## src/hdl/bda_pkg.sv

```systemverilog
// bda_pkg: types and constants shared by the button debounce and auto-repeat block
// used by bda_update and button_debounce_auto_repeat, no dependencies

package bda_pkg;

	// counter wraps to zero above this value
	localparam logic [7:0] COUNT_WRAP = 8'd170;
	// release fires when the count lies in [SHORT_LOW, SHORT_HIGH)
	localparam logic [7:0] SHORT_LOW  = 8'd2;
	localparam logic [7:0] SHORT_HIGH = 8'd14;

	// width of a zero-extended slot number, enough to compare against 64 slots
	localparam int SLOT_EXT_W = 7;

	typedef enum logic [1:0] {
		THR_NORMAL = 2'd0,
		THR_HOLD   = 2'd1,
		THR_REPEAT = 2'd2
	} thr_sel_t;

	typedef enum logic [3:0] {
		REG_NORMAL_DELAY    = 4'd0,
		REG_HOLD_DELAY      = 4'd1,
		REG_REPEAT_INTERVAL = 4'd2,
		REG_REPEAT_MASK     = 4'd3
	} reg_idx_t;

	typedef struct packed {
		logic [7:0] press_count;
		thr_sel_t   thr_sel;
		logic       latched;
		logic       held;
	} slot_state_t;

	typedef struct packed {
		logic [7:0] normal_delay;
		logic [7:0] hold_delay;
		logic [7:0] repeat_interval;
	} delay_cfg_t;

endpackage

```

## src/hdl/bda_update.sv

```systemverilog
// bda_update: next-state and fire decision for one button slot on one sample
// depends on bda_pkg

module bda_update import bda_pkg::*; (
	input  slot_state_t cur,
	input  logic        pressed,
	input  logic        is_repeat,
	input  delay_cfg_t  delays,
	output slot_state_t nxt,
	output logic        fire
);

	logic [7:0] thr;
	logic [7:0] cnt;
	thr_sel_t   sel;
	logic       latched;
	logic       held;

	always_comb begin
		case (cur.thr_sel)
			THR_HOLD:   thr = delays.hold_delay;
			THR_REPEAT: thr = delays.repeat_interval;
			default:    thr = delays.normal_delay;
		endcase
	end

	always_comb begin
		cnt     = cur.press_count;
		sel     = cur.thr_sel;
		latched = cur.latched;
		held    = cur.held;
		fire    = 1'b0;
		if (pressed) begin
			cnt = cnt + 8'd1;
			if (cnt == thr) begin
				if (!is_repeat) begin
					if (!latched) begin
						latched = 1'b1;
						fire    = 1'b1;
					end
				end else if (held) begin
					fire = 1'b1;
					sel  = THR_REPEAT;
				end else begin
					sel = THR_HOLD;
				end
				cnt  = 8'd0;
				held = 1'b1;
			end
			if (cnt > COUNT_WRAP) begin
				cnt = 8'd0;
			end
		end else begin
			// release of a latched one-shot clears the slot before the short-press check
			if (latched) begin
				cnt     = 8'd0;
				latched = 1'b0;
				held    = 1'b0;
			end
			if (held) begin
				if (cnt >= SHORT_LOW && cnt < SHORT_HIGH) begin
					fire = 1'b1;
				end
				cnt  = 8'd0;
				held = 1'b0;
				sel  = THR_NORMAL;
			end
		end
		nxt.press_count = cnt;
		nxt.thr_sel     = sel;
		nxt.latched     = latched;
		nxt.held        = held;
	end

endmodule

```

## src/hdl/button_debounce_auto_repeat.sv

```systemverilog
// button_debounce_auto_repeat: top level, per-slot state memory, pipeline and config registers
// depends on bda_pkg and bda_update
//
// Usage:
// - sample channel (sample_valid, sample_stall, button_slot, level_pressed) carries one
//   debounce sample per transaction for the button slot it names
// - result channel (result_valid, result_stall, fire) returns exactly one transaction per
//   sample, in order; fire is high when that sample triggers a button action
// - config channel (cfg_valid, cfg_ready, cfg_index, cfg_data) writes the delay registers
//   and the repeat mask; cfg_ready is always high, unknown indexes are dropped; write only
//   while no sample is in flight
// - pipeline: the slot state is read into the sample stage when a sample is accepted; the
//   update runs from that stage and its outcome is loaded into the result register
// - throughput: one sample per cycle while the result channel does not stall, also back to
//   back on the same slot, since the slot state written by one sample is forwarded into the read of the next
// - a stalled result register holds its value; the sample stage then stalls, and the
//   sample channel stalls once that stage is also full
// - reset clears the pipeline, the per-slot valid bits (every slot reads as idle state)
//   and loads the register defaults 10, 60, 15 and an all one-shot mask

module button_debounce_auto_repeat import bda_pkg::*; #(
	parameter int BUTTON_SLOTS = 16
) (
	input  logic        clk,
	input  logic        arst_n,
	input  logic        sample_valid,
	output logic        sample_stall,
	input  logic [3:0]  button_slot,
	input  logic        level_pressed,
	output logic        result_valid,
	input  logic        result_stall,
	output logic        fire,
	input  logic        cfg_valid,
	output logic        cfg_ready,
	input  logic [3:0]  cfg_index,
	input  logic [15:0] cfg_data
);

	localparam int AW = (BUTTON_SLOTS > 1) ? $clog2(BUTTON_SLOTS) : 1;

	// configuration registers
	delay_cfg_t  delays_q;
	logic [15:0] repeat_mask_q;

	// slot state memory and its valid bits
	slot_state_t             state_mem [BUTTON_SLOTS];
	logic [BUTTON_SLOTS-1:0] state_vld_q;

	// sample stage
	logic        s1_valid_q;
	logic [3:0]  slot_s1;
	logic        pressed_s1;
	logic        in_range_s1;
	slot_state_t entry_s1;
	logic        entry_vld_s1;

	// result register
	logic res_valid_q;
	logic fire_q;

	logic [SLOT_EXT_W-1:0] in_slot_ext;
	logic [SLOT_EXT_W-1:0] s1_slot_ext;
	logic [AW-1:0]         in_addr;
	logic [AW-1:0]         wr_addr;
	logic                  in_range;
	logic                  accept;
	logic                  res_ready;
	logic                  s1_adv;
	logic                  wr_en;
	logic                  fwd_hit;
	slot_state_t           cur;
	slot_state_t           nxt;
	logic                  upd_fire;

	assign cfg_ready = 1'b1;

	assign in_slot_ext = {{(SLOT_EXT_W-4){1'b0}}, button_slot};
	assign s1_slot_ext = {{(SLOT_EXT_W-4){1'b0}}, slot_s1};
	assign in_addr     = in_slot_ext[AW-1:0];
	assign wr_addr     = s1_slot_ext[AW-1:0];
	assign in_range    = in_slot_ext < SLOT_EXT_W'(BUTTON_SLOTS);

	assign res_ready    = !res_valid_q || !result_stall;
	assign s1_adv       = s1_valid_q && res_ready;
	assign sample_stall = s1_valid_q && !res_ready;
	assign accept       = sample_valid && !sample_stall;

	assign wr_en   = s1_adv && in_range_s1;
	assign fwd_hit = wr_en && (wr_addr == in_addr);
	assign cur     = entry_vld_s1 ? entry_s1 : '0;

	bda_update u_update (
		.cur       (cur),
		.pressed   (pressed_s1),
		.is_repeat (repeat_mask_q[slot_s1]),
		.delays    (delays_q),
		.nxt       (nxt),
		.fire      (upd_fire)
	);

	always_ff @(posedge clk or negedge arst_n) begin
		if (!arst_n) begin
			delays_q.normal_delay    <= 8'd10;
			delays_q.hold_delay      <= 8'd60;
			delays_q.repeat_interval <= 8'd15;
			repeat_mask_q            <= 16'd0;
		end else if (cfg_valid && cfg_ready) begin
			unique case (cfg_index)
				REG_NORMAL_DELAY:    delays_q.normal_delay    <= cfg_data[7:0];
				REG_HOLD_DELAY:      delays_q.hold_delay      <= cfg_data[7:0];
				REG_REPEAT_INTERVAL: delays_q.repeat_interval <= cfg_data[7:0];
				REG_REPEAT_MASK:     repeat_mask_q            <= cfg_data;
				default: ;
			endcase
		end
	end

	always_ff @(posedge clk) begin
		if (wr_en) begin
			state_mem[wr_addr] <= nxt;
		end
	end

	always_ff @(posedge clk or negedge arst_n) begin
		if (!arst_n) begin
			state_vld_q <= '0;
		end else if (wr_en) begin
			state_vld_q[wr_addr] <= 1'b1;
		end
	end

	// read at accept, taking the value being written this edge for the same slot
	always_ff @(posedge clk) begin
		if (accept) begin
			slot_s1     <= button_slot;
			pressed_s1  <= level_pressed;
			in_range_s1 <= in_range;
			if (fwd_hit) begin
				entry_s1     <= nxt;
				entry_vld_s1 <= 1'b1;
			end else begin
				entry_s1     <= state_mem[in_addr];
				entry_vld_s1 <= in_range && state_vld_q[in_addr];
			end
		end
	end

	always_ff @(posedge clk or negedge arst_n) begin
		if (!arst_n) begin
			s1_valid_q <= 1'b0;
		end else if (!sample_stall) begin
			s1_valid_q <= sample_valid;
		end
	end

	always_ff @(posedge clk or negedge arst_n) begin
		if (!arst_n) begin
			res_valid_q <= 1'b0;
		end else if (res_ready) begin
			res_valid_q <= s1_valid_q;
		end
	end

	always_ff @(posedge clk) begin
		if (s1_adv) begin
			fire_q <= in_range_s1 && upd_fire;
		end
	end

	assign result_valid = res_valid_q;
	assign fire         = fire_q;

	// the sample channel only stalls behind a full, blocked sample stage
	a_stall_needs_full: assert property (@(posedge clk) disable iff (!arst_n)
		sample_stall |-> (s1_valid_q && res_valid_q && result_stall))
		else $error("sample stall without a blocked pipeline");

	// a stored count never exceeds the wrap value
	a_count_bound: assert property (@(posedge clk) disable iff (!arst_n)
		wr_en |-> (nxt.press_count <= COUNT_WRAP))
		else $error("press count stored above wrap value");

	// a release on an idle slot never fires
	a_idle_release_quiet: assert property (@(posedge clk) disable iff (!arst_n)
		(s1_adv && !pressed_s1 && !cur.held && !cur.latched) |=> !fire_q)
		else $error("fire on release of an idle slot");

endmodule
```

## config.mk

```make
export PLATFORM = sky130hd
export DESIGN_NAME = button_debounce_auto_repeat
export DESIGN_NICKNAME = d
export VERILOG_FILES = /design/src/hdl/bda_pkg.sv /design/src/hdl/bda_update.sv /design/src/hdl/button_debounce_auto_repeat.sv
export SDC_FILE = /design/constraint.sdc
export NUM_CORES = 1
export LEC_CHECK = 0
export ABC_CLOCK_PERIOD_IN_PS = 7810
export BUFFER_PORTS_ARGS = -buffer_cell sky130_fd_sc_hd__buf_2
export CORE_MARGIN = 2
export CORE_UTILIZATION = 35
export DETAILED_ROUTE_END_ITERATION = 8
export HOLD_SLACK_MARGIN = 0.03
export REMOVE_ABC_BUFFERS = 1
export SLEW_MARGIN = 20
export SYNTH_ARGS = -nofsm -noshare
export SYNTH_HDL_FRONTEND = slang
export SYNTH_SLANG_ARGS = --single-unit
```

## constraint.sdc

```tcl
create_clock -name clk -period 7.81 [get_ports clk]
set_clock_uncertainty 0.1 [all_clocks]
set_input_delay 1.1715 -clock clk [delete_from_list [all_inputs] [get_ports clk]]
set_output_delay 1.1715 -clock clk [all_outputs]
set_load 0.005 [all_outputs]
```

==> results.sh <==
export IMPL_status="complete, no violations"
export IMPL_p_total_mw=3.40
export IMPL_grt_pass1_vias=5845
export IMPL_fp_dieW_um=184
export IMPL_grt_start_max_net_pins=59
export IMPL_cp_arrival_ps=4110
export IMPL_wl_met2_mm=11.6
export IMPL_std_cell_rows=66
export IMPL_fmaxAchievable_ghz=0.243
export IMPL_hold_class="reg -> reg"
export IMPL_leakage_nw=4.54
export IMPL_final_core_utilization=0.404
export IMPL_viasPerCell=5.11
export IMPL_synth_ff_type="edfxtp_1"
export IMPL_yosys_register_bits=269
export IMPL_setup_tns_ps=0
export IMPL_power_density_nw_per_um2=261
export IMPL_synth_async_reset_ratio=0.216
export IMPL_top_layer_used="met4"
export IMPL_postCtsSetupBuffers=0
export IMPL_rsz0062_at_grt="false"
export IMPL_postCtsHoldBufs=0
export IMPL_initial_utilization=0.353
export IMPL_core_area_sq_um=32300
export IMPL_critPathLaunchType="flip-flop"
export IMPL_cts_root_buf="clkbuf_16"
export IMPL_report_final_setup_viol=0
export IMPL_slowest_delay_ps=760
export IMPL_fin_crit_sh=0.527
export IMPL_yosysWarningCount=0
export IMPL_drt_wl_total_mm=24.8
export IMPL_overflow=0
export IMPL_antenna_cells=0
export IMPL_firstDrtPassIters=6
export IMPL_syn_area_per_cell_sq_um=17.9
export IMPL_syn_instance_count=635
export IMPL_final_nets=720
export IMPL_syn_area_sq_um=11400
export IMPL_cp_slowest_cell="edfxtp_1"
export IMPL_ant_nets=0
export IMPL_gp_congestion=0.818
export IMPL_drc=0
export IMPL_hpwl_mm=15.2
export IMPL_end_kind="flip-flop"
export IMPL_clk_pin_slew_ps=70
export IMPL_slew_headroom=0.336
export IMPL_worstSetupPathType="reg -> reg"
export IMPL_crit_chain="nand2_1, ha_1, o21ai_0, xor2_1, nor3_1, nand3_2, nand4_1, nand3_1"
export IMPL_synth_edf_count=211
export IMPL_h_tree_depth=1
export IMPL_whs_ps=369
export IMPL_numCtsBuffers=27
export IMPL_layout_drive_gt1_share=0.352
export IMPL_clock_path_buffers=3
export IMPL_synth_top_cells_by_area="edfxtp_1 (56%), mux4_2 (14%), dfrtp_1 (11%)"
export IMPL_clkLatencyLatePin_ps=560
export IMPL_period_needed_ps=4110
export IMPL_maxCapViolations=0
export IMPL_wl_per_cell_um=21.6
export IMPL_clkSinkCount=269
export IMPL_pin_count=34
export IMPL_worst_pin_slew_ps=996
export IMPL_slew_viol_final=0
export IMPL_cts_tree="yes"
export IMPL_met1_length_mm=11.4
export IMPL_first_iter_violations=609
export IMPL_io_buffers=32
export IMPL_area_growth_pct=14.5
export IMPL_synth_cell_types=54
export IMPL_antenna_found_initial=0
export IMPL_via_count=5871
export IMPL_grt_pass1_wl_mm=37.8
export IMPL_yosysTopAreaCell="edfxtp_1"
export IMPL_post_cts_resized=0
export IMPL_met3RoutedLength_mm=1.32
export IMPL_cp_required_ps=7810
export IMPL_dieArea_sq_um=34000
export IMPL_dieHeight_um=184
export IMPL_crit_fanout=22
export IMPL_synth_seq_area_share=0.685
export IMPL_ir_worst_vdd_mv=0.186
export IMPL_yosysTopAreaCellShare=0.557
export IMPL_hold_viol=0
export IMPL_grt_usage=0.150
[placed cells by master, fill, tap and decap left out, types with 17 or more instances in the layout]
cell type / netlist / routed
edfxtp_1: 211 / 211
mux4_2: 70 / 70
dfrtp_1: 48 / 48
mux2_2: 43 / 43
nand2_1: 37 / 37
buf_2: 12 / 31
nor2_1: 29 / 28
clkbuf_16: 0 / 27
buf_4: 2 / 23
or2_2: 17 / 17
[worst max-delay path: cells and delay by family, from the launching register on]
family,cells,cell delay (ps)
and+or+nand+nor,5,1720
adders and majority gates,1,630
DFF,1,760
xor gates and xnor gates,1,200
AOI/OAI and AO/OA,1,240
[per-layer routing]
layer / track usage / vias up
met1: 0.220 / 3059
met5: 0 / -
met4: 0.0314 / 0
li1: - / 2616
met2: 0.239 / 163
met3: 0.0213 / 33
[power breakdown]
part	internal, mW	switching, mW
sequential	1.68	0.0584
combinational	0.181	0.204
clock	0.748	0.529
total	2.61	0.791
[logic make-up (layout without fill, tap and decap cells)]
logic type               count (synthesis)  after routing  synth area share
AO/OA/AOI/OAI                           45             45            0.0281
XOR/XNOR                                16             16            0.0170
adder cells (fa/ha/maj)                  3              3           0.00330
buffers and inverters                   45            118            0.0175
flip-flops                             269            269             0.685
multiplexers                           117            117             0.185
other                                    1              1          0.000329
AND/OR/NAND/NOR                        139            139            0.0638
[metrics by stage]
step | cell area, sq um | cells | setup slack, ps
floorplan | 11200 | 604 | 4530
global placement | 12100 | 1100 | 3540
detailed placement | 12100 | 1100 | 3520
CTS | 13000 | 1150 | 3490
global route | 13000 | 1150 | 3250
finish | 13000 | 1150 | 3700
[cell usage after synthesis, types with 3 or more instances]
master    count
edfxtp_1    211
a22oi_1       8
or2_2        17
xnor2_1       8
inv_1        14
clkbuf_1     13
nor3_1        8
o21ai_1       5
buf_2        12
mux2i_1       3
nand4_1       7
mux2_2       43
nor2_1       29
mux4_2       70
nand3_1      10
o21ai_0      13
a41oi_1       7
dfrtp_1      48
and3_1        6
dfstp_2      10
nand2_1      37
and2_1        6
ha_1          3
nand2b_1      6
xor2_1        4
buf_1         3
[flip-flops by register name (all words and copies together) (netlist names)]
register and cells:
repeat_mask_q 16, fire 1, state_mem 192, state_vld_q 16, s1_valid_q 1, slot_s1 4, entry_s1 12, result_valid 1
entry_vld_s1 1, delays_q 24, pressed_s1 1
[worst paths after layout]
| path | depth (start not counted) | endpoint | start | slack (ps) |
|---|---|---|---|---|
| setup / recovery | 8 | state_mem[4][10]$_DFFE_PP_ | entry_vld_s1$_SDFFCE_PP1P_ | 3700 |
| hold / removal | 1 | state_vld_q[3]$_DFFE_PN0P_ | state_vld_q[3]$_DFFE_PN0P_ | 370 |
| setup reg to reg | 8 | state_mem[4][10]$_DFFE_PP_ | entry_vld_s1$_SDFFCE_PP1P_ | 3700 |
| hold reg to reg | 1 | state_vld_q[3]$_DFFE_PN0P_ | state_vld_q[3]$_DFFE_PN0P_ | 370 |
| max in group asynchronous | 2 | state_vld_q[12]$_DFFE_PN0P_ | arst_n | 6440 |
| min in group asynchronous | 2 | repeat_mask_q[8]$_DFFE_PN0P_ | arst_n | 680 |
[layout make-up]
class | count | area [sq um]
Fill cell | 2866 | 19300
Sequential cell | 269 | 7800
Multi-Input combinational cell | 321 | 3420
Clock buffer | 43 | 776
Tap cell | 442 | 553
Timing Repair Buffer | 54 | 328
Clock inverter | 7 | 100
Inverter | 14 | 52.6
Power figures use the tool's default switching activity.
